**config.mk**
```make
export PLATFORM = sky130hd
export DESIGN_NAME = pcrdc_ram
export DESIGN_NICKNAME = d
export VERILOG_FILES = /design/src/rtl/pcrdc_ram.sv
export SDC_FILE = /design/constraint.sdc
export NUM_CORES = 1
export LEC_CHECK = 0
export BUFFER_PORTS_ARGS = -buffer_cell sky130_fd_sc_hd__buf_2
export CELL_PAD_IN_SITES_DETAIL_PLACEMENT = 0
export CELL_PAD_IN_SITES_GLOBAL_PLACEMENT = 1
export CORE_ASPECT_RATIO = 0.6
export CORE_MARGIN = 2
export CORE_UTILIZATION = 40
export DETAILED_ROUTE_END_ITERATION = 16
export PLACE_DENSITY_LB_ADDON = 0.05
export SLEW_MARGIN = 10
export SYNTH_ARGS = -nofsm -noshare
export SYNTH_HDL_FRONTEND = slang
export SYNTH_SLANG_ARGS = --single-unit
export TNS_END_PERCENT = 20
```
**constraint.sdc**
```tcl
create_clock -name clk_i -period 1.3 [get_ports clk_i]
set_input_delay 0.26 -clock clk_i [delete_from_list [all_inputs] [get_ports clk_i]]
set_output_delay 0.26 -clock clk_i [all_outputs]
set_load 0.005 [all_outputs]
```
**src/rtl/pcrdc_ram.sv**
```systemverilog
// simple dual-port synchronous ram with registered read data
module pcrdc_ram #(
  parameter int unsigned WIDTH = 8,
  parameter int unsigned DEPTH = 2
) (
  input  logic                                    clk_i,
  input  logic                                    we_i,
  input  logic [((DEPTH > 1) ? $clog2(DEPTH) : 1)-1:0] waddr_i,
  input  logic [WIDTH-1:0]                        wdata_i,
  input  logic                                    re_i,
  input  logic [((DEPTH > 1) ? $clog2(DEPTH) : 1)-1:0] raddr_i,
  output logic [WIDTH-1:0]                        rdata_o
);

  logic [WIDTH-1:0] mem [DEPTH];
  logic [WIDTH-1:0] rdata_q;

  always_ff @(posedge clk_i) begin
    if (we_i) begin
      mem[waddr_i] <= wdata_i;
    end
  end

  always_ff @(posedge clk_i) begin
    if (re_i) begin
      rdata_q <= mem[raddr_i];
    end
  end

  assign rdata_o = rdata_q;

endmodule

```
* Word level (Yosys, flattened, before mapping)
Memories as Yosys holds them, arrays and structs flattened. A register that Yosys moved wholly into a read port is not among the register bits.
Index checks and enable logic that the tools add are counted.
** Word-level totals
- Bits in registers :: 0
- Bits in writable memories :: 16
- Input bits :: 13
- Memories :: 1
** Cells by class
- Mux-type cells :: 2
** Memories
- mem :: words 2, bits a word 8, read ports 1, clocked after memory_dff 1, wr ports 1, RTL line 15 : logic [WIDTH-1:0] mem [DEPTH];
** Operator list (count)
- $mux 1 :: 2

* Longest topological paths before layout
- Word-level depth :: 2
- Gate-level depth with buffers :: 2
- Mapped depth without buffers :: 1

* Worst setup path before layout
Ideal clock, no wire load.
- Path type :: input port to flip-flop
- Start point :: input port we_i
- End point :: memory mem[0][0] (enable)
- Setup time :: 373 ps
- Data arrival time :: 680 ps
- Data required time :: 927 ps
- Setup slack :: 247 ps
- Stages :: 1
- Path buffers :: 0
- Path through :: nor2b_1
** On the way
- Word-level cells in the longest chain between the ends :: 2
** RTL lines
- start: declaration :: RTL line 7 : input logic we_i,
- $mux 1 :: RTL line 19 : if (we_i) begin
- $mux 1 (not written as such) :: RTL line 20 : mem[waddr_i] <= wdata_i;
- end: declaration :: RTL line 15
Every way passes these cells.

* Final worst setup path
- Start point :: register rdata_q[6] (netlist: rdata_o[6]), read port of mem
- End point :: output port rdata_o[6]
** RTL lines
- start: declaration :: RTL line 16 : logic [WIDTH-1:0] rdata_q;
- end: declaration :: RTL line 12 : output logic [WIDTH-1:0] rdata_o
No word-level cell between the ends.

==> Flow_metrics.wiki <==
{| class="wikitable"
! Metric !! Value
|-
| Status || complete, no violations
|-
| Fraction of power consumed by the clock network || roughly 22%
|-
| Residual DRC || 0
|-
| Clock network latency to the later pin of the worst-skew pair || 0.30 ns
|-
| TritonCTS sink count || 24
|-
| Worst Max-Slew Pin Slew || roughly 0.37 ns
|-
| Buffer count from post-CTS setup fixing || 0
|-
| Setup slack of the worst register-to-register path || about 0.4 ns
|-
| Average detailed-routed wire length per instance || around 14 µm
|-
| Root buf cell || clkbuf_4
|-
| Average size of a mapped cell || 24.7 µm²
|-
| Max-cap check violation count || 0
|-
| Reported leakage power || between 0.3 and 0.4 nW
|-
| Worst Path Buf+Inv || 1
|-
| Max Clock Skew || 0.00309 ns
|-
| Net count of the mapped netlist || 48
|-
| Switching part of the total || a little under a fifth
|-
| Top-area cell type share of the netlist area || 83.4%
|-
| Clock-pin slew on the worst setup and hold paths || around 0.11 ns
|-
| Fraction of registers with async set or reset after synthesis || 0%
|-
| Post-synthesis cell type with the largest combined area || edfxtp_1
|-
| Synth warn || 0
|-
| Post-detailed-placement cell area || roughly 1000 µm²
|-
| Power density normalized to cell area || 1300 nW/µm²
|-
| Fraction of layout instances using a drive strength above 1 || 55.2%
|-
| Core ar. || 1940 µm²
|-
| Final critical delay including setup and external delays || approximately 1.1 ns
|-
| Met2 Routed Length || between 500 and 600 µm
|-
| Total wirelength of the detailed-routed design || between 1 and 1.5 mm
|-
| Post-synthesis to final-layout area growth || 17.8%
|-
| Total number of H-tree levels || 1
|-
| Commonest register cell after synthesis || edfxtp_1
|-
| Portion of total power attributed to sequential cells || 69.7%
|-
| Setup Crit Path Kind || flip-flop to output pin
|-
| Cell family with most CP delay || flip-flops
|-
| Initial DRC count || 2
|-
| Relative slew margins || approximately 75%
|-
| Max rail drop VDD || 0.754 mV
|-
| Unrepaired setup endpoints after global routing || no
|-
| Most used standard cells in the synthesized netlist || 24 x edfxtp_1, 8 x mux2_4, 1 x and2_1, 1 x buf_6, 1 x nor2b_1
|-
| Antenna violations before repair || 0
|-
| Switch Pwr || roughly 0.25 mW
|-
| Total setup violations reported at the end of the flow || 0
|-
| Final Hold Vio Count || 0
|-
| # resized after CTS || 0
|-
| Arrival time at the worst endpoint || a little over 0.8 ns
|-
| Die boundary width || approximately 64 µm
|-
| Hold Path Class || input pin to flip-flop
|-
| Total congestion overflow after global routing || 0
|-
| Clock tree from TritonCTS || yes
|-
| Diode insertion count for antenna repair || 0
|-
| Sort of element at the end of the critical path || output pin
|-
| Final GP Congestion || between 0.7 and 0.8
|-
| Top layer used by detailed routing || met3
|-
| I/O Buffers || 20
|-
| Worst slack at placement || around 0.19 ns
|-
| Required time at the endpoint of the critical path || about 1.0 ns
|-
| Final-report max-slew violation count || 0
|-
| Nets || 73
|-
| Main area contributors after synthesis || edfxtp_1 83%, mux2_4 14%, buf_6 1.3%
|-
| Delay of the slowest cell on the worst path || 0.38 ns
|-
| CP cell instances || buf_2
|-
| Vias per inst || between 4 and 5
|-
| Worst Setup Slack, final || around 0.22 ns
|-
| Routed metal-1 wirelength || between 500 and 600 µm
|-
| Max Fanout on Critical Path || 1
|-
| Detailed route wirelength on metal3 || 110 µm
|-
| Y dimension of the die || about 40 µm
|-
| Hold buffer count at cts || 0
|-
| Slowest stage cell, crit path || edfxtp_1
|-
| Inserted Clock Buffers || 3
|-
| Row count || 12
|-
| Residual antenna-violating net count after detailed routing || 0
|-
| Total track usage || between 10 and 15%
|-
| Buffers from clock root to sink, at most || 2
|-
| Critical path launch point type || flip-flop
|-
| Via count of the first global-routing pass || about 380
|-
| Wire length of the first global-routing pass || 1.82 mm
|-
| Die ar. || ~2600 µm²
|-
| Summed area of non-filler cells in the final layout || 1020 µm²
|-
| Part of the Yosys area used for sequential elements || 83.4%
|-
| Post-route setup TNS || 0 ns
|-
| Synthesized flop and latch total || 24
|-
| Ratio of final minimum period to clock period || between 80 and 90%
|-
| Relative contribution of combinational cells to total power || just under 8%
|-
| Internal Power || 1.08 mW
|-
| DR pass1 iterations || 4
|-
| Largest net degree at the start of global routing || 13
|-
| Total number of vias || between 300 and 400
|-
| Most used standard cell by instance count after synthesis || edfxtp_1
|-
| Upper clock frequency limit || 925 MHz
|-
| I/O pin count || 21
|-
| WHS || approximately 0.14 ns
|-
| Number of synthesized flops with an enable pin || 24
|-
| Number of distinct library cell variants in the gate-level netlist after synthesis || 5
|-
| Post-synthesis instance total || 35
|-
| Starting Density || roughly 45%
|-
| Synth Cell Area || just under 900 µm²
|}
[final cells by class]
cell class | count | area, µm²
tap | 28 | 35.0
multi-input combinational | 10 | 133
clock buffer | 3 | 22.5
fill | 163 | 918
timing repair buffer | 21 | 108
sequential | 24 | 721
[cells in the final DEF (no fill, tap or decap)]
cell type	count
mux2_4	8
nor2b_1	1
edfxtp_1	24
buf_4	1
and2_1	1
clkbuf_4	3
buf_2	20
[registers in the layout (all words and copies together), names as in the netlist]
signal   cells
mem         16
rdata_o      8
[cell families (layout without fill, tap and decap cells)]
family	after synthesis	after routing	synth area share, %
buffers and inverters	1	24	1.30
muxes	8	8	13.9
and+or+nand+nor	2	2	1.45
DFF	24	24	83.4
[layer usage]
layer  up-vias  GRT usage, %
li1        183             -
met1       177          11.8
met2        19          18.5
met3         0          6.18
met4         0          3.26
met5         -             0
[final timing paths]
check,cells after the start,to,start
hold / removal,1,mem[1][6],wdata_i[6]
hold reg to reg,1,rdata_o[2],mem[0][2]
setup reg to reg,1,rdata_o[0],mem[0][0]
setup / recovery,1,rdata_o[6],rdata_o[6]
[through the flow]
step                      power (mW)  utilization (%)  cells
after floorplan                0.997                -     35
after global placement          1.04             51.4     83
after detailed placement        1.05             51.4     83
after CTS                       1.34             52.6     86
after global routing            1.38             52.6     86
final                           1.33             52.6     86
[power by group through the flow]
stage	clock, mW	sequential (mW)	combinational [mW]
6_report	0.297	0.926	0.105
5_1_grt	0.329	0.932	0.115
4_1_cts	0.301	0.927	0.107
3_5_place_dp	0	0.946	0.107
3_3_place_gp	0	0.945	0.0997
2_1_floorplan	0	0.945	0.0529
Power figures use the tool's default switching activity.
