<file path="src/rtl/pcrdc_pkg.sv">
// shared types and constants for the per-core report dedup counter
package pcrdc_pkg;

  localparam int unsigned CORE_SEL_W = 4;
  localparam int unsigned NUM_SEL    = 2 ** CORE_SEL_W;
  localparam int unsigned REC_W      = 64;
  localparam int unsigned TYPE_W     = 8;
  localparam int unsigned SIZE_W     = 8;
  localparam int unsigned PC_W       = 32;
  localparam int unsigned KEY_W      = TYPE_W + SIZE_W + PC_W;
  localparam int unsigned CNT_W      = 32;
  localparam int unsigned ENT_W      = CNT_W + KEY_W;
  localparam int unsigned SLOT_OUT_W = 6;
  localparam int unsigned FILL_OUT_W = 7;
  localparam int unsigned TOTAL_W    = 32;

  // fields declared in reverse so that core_select, the first field on the bus, sits in the lowest bits
  typedef struct packed {
    logic [REC_W-1:0]      second_access_rest;
    logic [PC_W-1:0]       second_access_pc;
    logic [SIZE_W-1:0]     second_access_size;
    logic [TYPE_W-1:0]     second_access_type;
    logic [REC_W-1:0]      first_access_record;
    logic [CORE_SEL_W-1:0] core_select;
  } req_t;

  typedef struct packed {
    logic [TOTAL_W-1:0]    total_reports;
    logic                  table_full;
    logic [FILL_OUT_W-1:0] core_fill;
    logic [CNT_W-1:0]      occurrence_count;
    logic [SLOT_OUT_W-1:0] entry_slot;
    logic                  matched;
  } res_t;

  localparam int unsigned REQ_W       = $bits(req_t);
  localparam int unsigned RES_W       = $bits(res_t);
  localparam int unsigned S_TDATA_W   = ((REQ_W + 7) / 8) * 8;
  localparam int unsigned M_TDATA_W   = ((RES_W + 7) / 8) * 8;

  typedef enum logic [1:0] {
    ST_IDLE,
    ST_SEARCH,
    ST_RESP
  } state_e;

endpackage

</file>
<file path="src/rtl/pcrdc_ctrl.sv">
// search sequencer, read-modify-write control, fill levels and report total
module pcrdc_ctrl #(
  parameter int unsigned CORES            = 16,
  parameter int unsigned ENTRIES_PER_CORE = 64
) (
  input  logic                  clk_i,
  input  logic                  rst_ni,
  input  logic                  req_valid_i,
  output logic                  req_ready_o,
  input  pcrdc_pkg::req_t       req_i,
  output logic                  res_valid_o,
  input  logic                  res_ready_i,
  output pcrdc_pkg::res_t       res_o,
  output logic                  ent_re_o,
  output logic [$clog2(CORES * ENTRIES_PER_CORE)-1:0] ent_raddr_o,
  input  logic [pcrdc_pkg::ENT_W-1:0] ent_rdata_i,
  output logic                  ent_we_o,
  output logic                  rec_we_o,
  output logic [$clog2(CORES * ENTRIES_PER_CORE)-1:0] waddr_o,
  output logic [pcrdc_pkg::ENT_W-1:0] ent_wdata_o,
  output logic [2*pcrdc_pkg::REC_W-1:0] rec_wdata_o
);

  import pcrdc_pkg::*;

  localparam int unsigned CORE_W = (CORES > 1) ? $clog2(CORES) : 1;
  localparam int unsigned SLOT_W = $clog2(ENTRIES_PER_CORE);
  localparam int unsigned FILL_W = $clog2(ENTRIES_PER_CORE + 1);
  localparam int unsigned ADDR_W = $clog2(CORES * ENTRIES_PER_CORE);

  state_e state_q, state_d;

  logic [CORE_W-1:0]  core_lut [NUM_SEL];
  logic [CORE_W-1:0]  core_sel;

  logic [CORE_W-1:0]  core_q, core_d;
  logic [ADDR_W-1:0]  base_q, base_d;
  logic [KEY_W-1:0]   key_q, key_d;
  logic [REC_W-1:0]   first_q, first_d;
  logic [REC_W-1:0]   rest_q, rest_d;
  logic [FILL_W-1:0]  fill_cur_q, fill_cur_d;
  logic [FILL_W-1:0]  fill_res_q, fill_res_d;
  logic [FILL_W-1:0]  idx_q, idx_d;
  logic               rd_vld_q, rd_vld_d;
  logic [SLOT_W-1:0]  rd_idx_q, rd_idx_d;
  logic               hit_q, hit_d;
  logic               full_q, full_d;
  logic [SLOT_W-1:0]  slot_q, slot_d;
  logic [CNT_W-1:0]   cnt_q, cnt_d;
  logic [FILL_W-1:0]  fill_lvl_q [CORES];
  logic [TOTAL_W-1:0] total_q;

  logic               issue;
  logic               commit;
  logic               insert;

  for (genvar g = 0; g < NUM_SEL; g++) begin : g_core_lut
    assign core_lut[g] = CORE_W'(g % CORES);
  end

  assign core_sel = core_lut[req_i.core_select];
  assign issue    = (state_q == ST_SEARCH) && (idx_q < fill_cur_q);
  assign commit   = (state_q == ST_RESP) && res_ready_i;
  assign insert   = !hit_q && !full_q;

  always_comb begin
    state_d    = state_q;
    core_d     = core_q;
    base_d     = base_q;
    key_d      = key_q;
    first_d    = first_q;
    rest_d     = rest_q;
    fill_cur_d = fill_cur_q;
    fill_res_d = fill_res_q;
    idx_d      = idx_q;
    rd_vld_d   = 1'b0;
    rd_idx_d   = rd_idx_q;
    hit_d      = hit_q;
    full_d     = full_q;
    slot_d     = slot_q;
    cnt_d      = cnt_q;
    req_ready_o = 1'b0;
    res_valid_o = 1'b0;

    unique case (state_q)
      ST_IDLE: begin
        req_ready_o = 1'b1;
        if (req_valid_i) begin
          core_d     = core_sel;
          base_d     = ADDR_W'(core_sel * ENTRIES_PER_CORE);
          key_d      = {req_i.second_access_type, req_i.second_access_size,
                        req_i.second_access_pc};
          first_d    = req_i.first_access_record;
          rest_d     = req_i.second_access_rest;
          fill_cur_d = fill_lvl_q[core_sel];
          idx_d      = '0;
          state_d    = ST_SEARCH;
        end
      end
      ST_SEARCH: begin
        rd_vld_d = issue;
        rd_idx_d = idx_q[SLOT_W-1:0];
        if (issue) begin
          idx_d = idx_q + FILL_W'(1);
        end
        if (rd_vld_q && (ent_rdata_i[KEY_W-1:0] == key_q)) begin
          hit_d      = 1'b1;
          full_d     = 1'b0;
          slot_d     = rd_idx_q;
          cnt_d      = ent_rdata_i[ENT_W-1 -: CNT_W] + CNT_W'(1);
          fill_res_d = fill_cur_q;
          state_d    = ST_RESP;
        end else if (!issue) begin
          hit_d = 1'b0;
          if (fill_cur_q == FILL_W'(ENTRIES_PER_CORE)) begin
            full_d     = 1'b1;
            slot_d     = '0;
            cnt_d      = '0;
            fill_res_d = fill_cur_q;
          end else begin
            full_d     = 1'b0;
            slot_d     = fill_cur_q[SLOT_W-1:0];
            cnt_d      = CNT_W'(1);
            fill_res_d = fill_cur_q + FILL_W'(1);
          end
          state_d = ST_RESP;
        end
      end
      ST_RESP: begin
        res_valid_o = 1'b1;
        if (res_ready_i) begin
          state_d = ST_IDLE;
        end
      end
      default: begin
        state_d = ST_IDLE;
      end
    endcase
  end

  always_ff @(posedge clk_i or negedge rst_ni) begin
    if (!rst_ni) begin
      state_q  <= ST_IDLE;
      rd_vld_q <= 1'b0;
      total_q  <= '0;
      for (int i = 0; i < CORES; i++) begin
        fill_lvl_q[i] <= '0;
      end
    end else begin
      state_q  <= state_d;
      rd_vld_q <= rd_vld_d;
      if (commit) begin
        total_q <= total_q + TOTAL_W'(1);
        if (insert) begin
          fill_lvl_q[core_q] <= fill_res_q;
        end
      end
    end
  end

  always_ff @(posedge clk_i) begin
    core_q     <= core_d;
    base_q     <= base_d;
    key_q      <= key_d;
    first_q    <= first_d;
    rest_q     <= rest_d;
    fill_cur_q <= fill_cur_d;
    fill_res_q <= fill_res_d;
    idx_q      <= idx_d;
    rd_idx_q   <= rd_idx_d;
    hit_q      <= hit_d;
    full_q     <= full_d;
    slot_q     <= slot_d;
    cnt_q      <= cnt_d;
  end

  assign ent_re_o    = issue;
  assign ent_raddr_o = base_q + ADDR_W'(idx_q[SLOT_W-1:0]);
  assign waddr_o     = base_q + ADDR_W'(slot_q);
  assign ent_we_o    = commit && !full_q;
  assign rec_we_o    = commit && insert;
  assign ent_wdata_o = {cnt_q, key_q};
  assign rec_wdata_o = {rest_q, first_q};

  assign res_o.matched          = hit_q;
  assign res_o.entry_slot       = SLOT_OUT_W'(slot_q);
  assign res_o.occurrence_count = cnt_q;
  assign res_o.core_fill        = FILL_OUT_W'(fill_res_q);
  assign res_o.table_full       = full_q;
  assign res_o.total_reports    = total_q + TOTAL_W'(1);

endmodule

</file>
<file path="config.mk">
export PLATFORM = sky130hd
export DESIGN_NAME = pcrdc_ctrl
export DESIGN_NICKNAME = d
export VERILOG_FILES = /design/src/rtl/pcrdc_pkg.sv /design/src/rtl/pcrdc_ctrl.sv
export SDC_FILE = /design/constraint.sdc
export NUM_CORES = 1
export LEC_CHECK = 0
export BUFFER_PORTS_ARGS = -buffer_cell sky130_fd_sc_hd__buf_2
export CAP_MARGIN = 40
export CORE_AREA = 2 2 226 228
export DETAILED_ROUTE_END_ITERATION = 8
export DIE_AREA = 0 0 228 230
export PLACE_DENSITY_LB_ADDON = 0.1
export SYNTH_ARGS = -nofsm -noshare
export SYNTH_HDL_FRONTEND = slang
export SYNTH_SLANG_ARGS = --single-unit
</file>
<file path="constraint.sdc">
create_clock -name clk_i -period 12.38 [get_ports clk_i]
set_input_delay 1.238 -clock clk_i [delete_from_list [all_inputs] [get_ports clk_i]]
set_output_delay 1.238 -clock clk_i [all_outputs]
set_load 0.01 [all_outputs]
</file>
* Word-level counts from Yosys, hierarchy flattened
Memories as Yosys holds them, arrays and structs flattened.
Index checks and enable logic that the tools add are counted.
** Operators by class
- Equal/unequal tests :: 9
- Reductions and logical operators :: 16
- Mux-type cells :: 31
- Magnitude comparators :: 5
- Bitwise operators :: 3
- $add $sub $neg :: 6
** Operator list (number)
- 112-bit bitwise mux :: 1
- 32-bit by 1-bit adder with 32-bit output (second input constant) :: 2
- 32-bit two-way mux :: 2
- 7-bit two-way mux :: 8
- 48-bit == test :: 1
- 7-bit binary-select mux with 4-bit select :: 1
- 7-bit demux with 4-bit select :: 1
- 10-bit by 6-bit adder with 10-bit output :: 2
- 6-bit two-way mux :: 3
- 5-bit greater-or-equal comparator (second input constant) :: 3
- 4-bit inverter with 5-bit output :: 3
- 7-bit by 1-bit adder with 7-bit output (second input constant) :: 2
- 7-bit case mux with 2 select lines :: 1
- 2-bit two-way mux :: 4
- 4-bit two-way mux :: 2
- 7-bit == test (second input constant) :: 1
- 1-bit logical AND :: 7
- 7-bit < comparator :: 1
- 1-bit two-way mux :: 7
- 2-bit != test (second input constant) :: 3
- 2-bit case mux with 3 select lines :: 1
- 2-bit AND reduction :: 3
- 3-bit AND reduction :: 2
- 5-bit by 1-bit < comparator with 1-bit output (second input constant) :: 1
- other kinds (7) :: 8
** Word-level totals
- Output and inout port bits :: 312
- Memories kept :: 1
- Register bits :: 394
- ROM bits :: 64
** Memory list
- (name not given) :: depth 16, width 4, rd ports 1, clocked after memory_dff 0, write ports 0, RTL line pcrdc_ctrl.sv:61 : assign core_sel = core_lut[req_i.core_select];

* Depth between registers and ports, before layout
Gate-level depths: netlist (run 1).
- Depth after elaboration :: 8
- Depth in mapped cells :: 8

* Worst setup path before layout (run 1)
OpenSTA, ideal clock, no wires.
- Path type :: input port to flip-flop
- From :: in req_valid_i
- To :: reg base_q[6] (enable)
- Setup time :: 0.539 ns
- Data required time :: 11.841 ns
- Arrival :: 4.929 ns
- Setup slack :: 6.912 ns
- Stages on the path :: 2
- Cell sequence :: nand2_1 > inv_1
** Between the ends
- Cells in the longest elaborated chain, start to end :: 1
** Ends and longest elaborated chain
- start: declaration :: RTL line pcrdc_ctrl.sv:8 : input logic req_valid_i,
- 2-bit AND reduction (no line)
- end signal: assignment :: RTL line pcrdc_ctrl.sv:163 : base_q <= base_d;
- end: declaration :: RTL line pcrdc_ctrl.sv:37 : logic [ADDR_W-1:0] base_q, base_d;
No other way between the ends.
A chain may end at the register's enable or synchronous reset.

==> out/results.ini, run 1 <==
[logic_synthesis]
yosysWarnings = 0
synthCells = 1074
synth_top_cell_by_area = edfxtp_1
ys_ff_latch = 394
ys.flop_type = edfxtp_1
synth_edf_count = 247
synth_area_per_cell_um2 = 15.5
async_reset_ff_share_pct = 37.3
synth_top_area_share_pct = 44.6
syn-cell-area_um2 = 16600
ys_top_cells_by_area = edfxtp_1 (45%), dfrtp_1 (22%), mux2_2 (7.7%)
synth_nets = 1350
synth.distinct_cells = 45
synth_seq_area_share_pct = 66.8

[critical_path]
arrival_ps = 2860
cp-start-kind = register
rrSetupSlack_ps = 8750
reg2reg_to = cnt_q[27]$_SDFFCE_PN0P_
crit_path_start = total_q[9]$_DFFE_PN0P_
r2r.worst_path.cells = 7
critPathKind = reg -> out
required_ps = 11140
cp-end-kind = primary output
crit_fanout = 6
rr_startpoint = key_q[36]$_DFFE_PP_

[timing]
setup_ws_ps = 8290
setup_violations = 0
period_needed_ps = 4090
skew_ps = 20.0
fmax_mhz = 244
finalMaxSlewViolations = 0
setup_tns_ps = 0
worst_pin_slew_ps = 909
rsz0062_at_grt = false
slew_headroom_pct = 39.4
period_share_pct = 33.1
hold_viol_final = 0

[global_routing]
antenna_found_initial = 19
grt_pass1_wl_mm = 76.8
grt_max_degree = 83
gr-total-overflow = 0
first_global_vias = 11100
grt_use_total_pct = 19.9

[cts]
cts_tree = yes
clk_latency_ps = 580
cts_buffers = 46
cts_root_buf = clkbuf_16
post-cts-setup-buffers = 0
holdBufCountCts = 0
cts_max_path_buffers = 3
cts.sinks = 394
htree_levels = 2
clkTransAtPathRegs_ps = 60
cts-resized-gates = 0

[floorplan]
die_x_um = 228
io_pins = 576
initial_core_util_pct = 33.3
num_rows = 82
core_area_um2 = 49900
dieArea_um2 = 52400
die_h_um = 230

[route]
final_antenna_net_count = 0
dr.pass1.iters = 4
drc = 0
wirelength_mm = 53.1
vias = 10900
avgViaCountPerCell = 4.64
wl_per_cell_um = 22.7
first_iter_violations = 613

[power_and_ir_drop]
pwr-share-clk_pct = 34.1
switching_share_pct = 29.4
vdd_drop_max_uv = 129
p_total_mw = 3.99
internal-power_mw = 2.81
p_comb_share_pct = 19.1
leakage_nw = 9.67
switching_power_mw = 1.17
power.density_nw_per_um2 = 186
p_seq_share_pct = 46.8

[flow_run]
drv_cap = 0

[outcome]
status = complete, no violations

[cells_and_area]
seqCellArea_um2 = 11100
final_cell_mix = buf_2 (574), edfxtp_1 (247), dfrtp_1 (147)
multi_input_comb_area_um2 = 4920
final_common_cell = buf_2
final_nets = 1902
fillers = 4723
drive_above_1_share_pct = 49.5
area_growth_syn_to_layout_pct = 29.3

[placement]
port_buffers = 575
place.gp.congestion = 0.978
post-place-ws_ps = 7850
place_hpwl_mm = 40.5

[hold_path]
min_path_type = in -> async

## power groups by stage
stage / Clock (mW) / Combinational, mW / Sequential [mW]
after global routing: 1.45 / 0.825 / 1.90
after CTS: 1.40 / 0.779 / 1.87
after floorplan: 0 / 0.362 / 1.93
final: 1.36 / 0.760 / 1.87
after detailed placement: 0 / 0.775 / 1.89
after global placement: 0 / 0.765 / 1.89
## worst max-delay path by stage
stage	endpoint	slack, ps	depth (start not counted)
CTS	res_o[74]	8200	7
global route	res_o[74]	7930	7
detailed placement	cnt_q[25]$_SDFFCE_PN0P_	7850	8
floorplan	base_q[6]$_DFFE_PP_	6910	2
finish	res_o[72]	8290	7
global placement	cnt_q[25]$_SDFFCE_PN0P_	7860	8
## Yosys cell counts, types with 2 or more instances
cell,count
buf_1,2
edfxtp_1,247
nor3_2,3
buf_2,7
nand2_1,56
nor4_1,14
and3_1,11
mux4_2,35
and2_1,6
xnor2_1,56
ha_1,12
nand3_1,39
mux2_4,3
nor2_1,72
inv_1,17
clkbuf_1,22
a21oi_1,2
nor3_1,8
a21o_1,2
o21ai_0,6
xor2_1,92
buf_4,50
nor2b_1,7
dfrtp_1,147
buf_6,4
and4_1,6
mux2_2,114
nand2b_1,2
nand4_1,16
## sequential cells by signal, summed over array words and instances, names as in the netlist, 2 cells and up
name	cells
key_q	48
base_q	4
first_q	64
slot_q	6
fill_lvl_q	112
total_q	32
idx_q	7
cnt_q	32
rest_q	64
state_q	2
fill_res_q	7
fill_cur_q	7
rd_idx_q	6
## metal layers
metal	routed length (um)	share of wire (%)	GRT usage [%]	vias to the layer above
met2	27100	51	34.6	333
met1	21800	41	25.2	5474
met4	1300	2.4	5.90	4
met3	2760	5.2	3.98	85
met5	34	0.064	0	-
li1	-	-	-	4961
## area by class of cell
class	instances	share of cell area, %
flip-flops and latches	394	51.6
repair buffers	590	14.2
multi-input cells	577	22.9
inverters	17	0.332
clock buffers	63	6.04
diodes	5	0.0582
clock inverters	20	0.932
well taps	672	3.91
## metrics by stage
stage          utilization [%]  hold WS, ps  cells  area, um2
6_report                  43.1          490   2338      21500
4_1_cts                   43.1          460   2333      21500
2_1_floorplan                -          465   1074      16600
3_5_place_dp              40.1          485   2250      20000
5_1_grt                   43.1          473   2335      21500
3_3_place_gp              39.9          482   2245      19900
## critical path: stages (launching register included)
cell and delay (ps):
dfrtp_1 450, nand3_1 250, nor3_1 440, nand2_1 270, nor2_1 420, nand3_1 150, xnor2_1 140, buf_2 150
## logic make-up (layout without fill, tap and decap cells)
kind of cell               count (synthesis)  in the layout  synth area share [%]
xor gates and xnor gates                 148            148                  7.80
other                                      0              5                     0
muxes                                    152            152                  12.7
AOI/OAI and AO/OA                         15             15                 0.595
and+or+nand+nor                          250            250                  7.51
DFF                                      394            394                  66.8
buffers and inverters                    103            690                  3.70
adders and majority gates                 12             12                 0.903
Power figures use the tool's default switching activity.
==> run 2: changes to the inputs <==
- CORE_AREA: 2 2 226 228 -> 2 2 221 223
- DIE_AREA: 0 0 228 230 -> 0 0 223 225
- clock period: 12.38 -> 3.9 ns (I/O delays scaled with it)
==> run 2 against run 1 <==
Net effect: clock-buffer cell count is 7 lower; clock power grew to 3.2 times the previous value; critical path type is now reg -> reg; sequential power grew to 3.2 times the previous value; final cell count is 4.3% higher; design area is 6.9% higher; utilization is 5.2 points higher; critical endpoint is now cnt_q[27]$_SDFFCE_PN0P_; hold slack worse by 460 ps; via count is 5.0% higher; routed wire length is 0.58% higher; non-clock buffer count is 153 higher; critical path depth stayed put.
==> out/results.ini, run 2 (same netlist as run 1, synthesis figures left out) <==
[timing]
skew_ps = 24.0  ; was 20.0 ps
setup_tns_ps = 0  ; unchanged
worst_pin_slew_ps = 1210  ; was 909 ps
hold_ws_ps = 33.8  ; was 490 ps
finalMaxSlewViolations = 0  ; unchanged
period_needed_ps = 3310
rsz0062_at_grt = false  ; unchanged
slew_headroom_pct = 19.1  ; was 39.4%
hold_viol_final = 0  ; unchanged
period_share_pct = 84.9
setup_violations = 0  ; unchanged
fmax_mhz = 302

[power_and_ir_drop]
switching_power_mw = 3.72  ; was 1.17 mW
pwr-share-clk_pct = 34.2  ; was 34.1%
power.density_nw_per_um2 = 559  ; was 186 nW/um2
leakage_nw = 10.3  ; was 9.67 nW
internal-power_mw = 9.12  ; was 2.81 mW
vdd_drop_max_uv = 390  ; was 129 uV
p_total_mw = 12.8  ; was 3.99 mW
p_comb_share_pct = 19.3  ; was 19.1%
p_seq_share_pct = 46.4  ; was 46.8%
switching_share_pct = 29.0  ; was 29.4%

[hold_path]
holdPathEnd = rest_q[8]$_DFFE_PP_
min_path_type = in -> reg  ; was in -> async
holdPathStages = 1
hold_start = req_i[124]

[cts]
cts_max_path_buffers = 3  ; unchanged
cts-resized-gates = 0  ; unchanged
cts_buffers = 46  ; unchanged
cts_root_buf = clkbuf_16  ; unchanged
cts_tree = yes  ; unchanged
clkTransAtPathRegs_ps = 60  ; about the same
cts.sinks = 394  ; unchanged
htree_levels = 2  ; unchanged
clk_latency_ps = 570  ; was 580 ps

[floorplan]
die_h_um = 225  ; was 230 um
core_area_um2 = 47500  ; was 49900 um2
dieArea_um2 = 50200  ; was 52400 um2
initial_core_util_pct = 35.0  ; was 33.3%
die_x_um = 223  ; was 228 um
num_rows = 80  ; was 82
io_pins = 576  ; unchanged

[cells_and_area]
fillers = 4292  ; was 4723
largest_reg_flops = 112  ; unchanged
drive_above_1_share_pct = 44.8  ; was 49.5%
design_area_um2 = 23000  ; was 21500 um2
final_cell_mix = buf_2 (574), edfxtp_1 (247), dlygate4sd3_1 (158)  ; was buf_2 (574), edfxtp_1 (247), dfrtp_1 (147)
top_regs = fill_lvl_q x112, first_q x64, rest_q x64  ; unchanged
final_nets = 2055  ; was 1902
postLayoutCoreUtil_pct = 48.3  ; was 43.1%
top_register = fill_lvl_q  ; unchanged
final_common_cell = buf_2  ; unchanged
area_growth_syn_to_layout_pct = 38.2  ; was 29.3%

[placement]
dpl-instance-area_um2 = 19800  ; was 20000 um2
place_hpwl_mm = 40.5  ; about the same
place.gp.congestion = 0.909  ; was 0.978
port_buffers = 575  ; unchanged

[global_routing]
grt_pass1_wl_mm = 76.2  ; was 76.8 mm
gr-total-overflow = 0  ; unchanged
grt_max_degree = 177  ; was 83
grt_use_total_pct = 20.8  ; was 19.9%
antenna_found_initial = 13  ; was 19
first_global_vias = 11600  ; was 11100

[critical_path]
rr_startpoint = key_q[35]$_DFFE_PP_  ; was key_q[36]$_DFFE_PP_
cp-end-kind = register  ; was primary output
r2r.worst_path.cells = 7  ; unchanged
required_ps = 4140  ; was 11140 ps
reg2reg_to = cnt_q[27]$_SDFFCE_PN0P_  ; unchanged
cp-start-kind = register  ; unchanged
critPathKind = reg -> reg  ; was reg -> out
arrival_ps = 3550  ; was 2860 ps
crit_fanout = 48  ; was 6
crit_path_start = key_q[35]$_DFFE_PP_  ; was total_q[9]$_DFFE_PN0P_
rrSetupSlack_ps = 590  ; was 8750 ps

[route]
drc = 0  ; unchanged
final_antenna_net_count = 0  ; unchanged
wl_per_cell_um = 21.9  ; was 22.7 um
avgViaCountPerCell = 4.67  ; was 4.64
dr.pass1.iters = 4  ; unchanged
vias = 11400  ; was 10900
first_iter_violations = 617  ; was 613
wirelength_mm = 53.4  ; was 53.1 mm

[flow_run]
drv_cap = 0  ; unchanged

[outcome]
status = complete, no violations  ; unchanged

==> run 2: through the flow <==
step                std cells  setup WS [ps]
finish                   2439            589
global route             2436            404
CTS                      2429            452
detailed placement       2188            467
global placement         2188            467
floorplan                1074            152
==> run 2: worst max-delay path, cell delays in order (launching register included) <==
cell and delay (ps):
edfxtp_1 490, xor2_1 200, nor4_1 490, buf_4 190, nand4_1 130, or4_2 880, a21oi_4 260, buf_12 260
==> run 2: final cells by class <==
cell class | count | area [um2] | share of cell area [%]
Tap cell | 615 | 769 | 3.35
Sequential cell | 394 | 11100 | 48.3
Inverter | 17 | 67.6 | 0.294
Clock buffer | 56 | 1220 | 5.31
Timing Repair Buffer | 743 | 4570 | 19.9
Antenna cell | 10 | 25.0 | 0.109
Clock inverter | 27 | 307 | 1.33
Multi-Input combinational cell | 577 | 4920 | 21.4
==> run 2: layer usage <==
| layer | up-vias | share of wire, % | global-route usage, % |
|---|---|---|---|
| li1 | 5256 | - | - |
| met4 | 8 | 3.3 | 8.59 |
| met5 | - | 0.097 | 0 |
| met3 | 87 | 5.3 | 4.28 |
| met1 | 5722 | 40 | 24.8 |
| met2 | 328 | 52 | 36.6 |
==> run 2: how the worst max path moves through the flow <==
stage	end	slack (ps)	depth (start not counted)
4_1_cts	cnt_q[23]$_SDFFCE_PN0P_	450	7
2_1_floorplan	base_q[6]$_DFFE_PP_	150	3
3_5_place_dp	cnt_q[27]$_SDFFCE_PN0P_	470	7
5_1_grt	res_o[72]	400	7
3_3_place_gp	cnt_q[28]$_SDFFCE_PN0P_	470	7
6_report	cnt_q[27]$_SDFFCE_PN0P_	590	7
==> run 2: repair_timing <==
item / 4_1_cts / 5_1_grt
endpoints found under the setup margin: 0 / 0
hold buffers: 158 / 0
buffers inserted: 0 / 0
endpoints found under the hold margin: 242 / 0
==> run 2: power by group through the flow <==
stage	registers, mW	clock network [mW]	logic, mW
CTS	5.97	4.52	2.53
floorplan	6.11	0	1.15
detailed placement	6.04	0	2.38
global route	6.06	4.70	2.68
global placement	6.03	0	2.37
finish	5.97	4.40	2.48
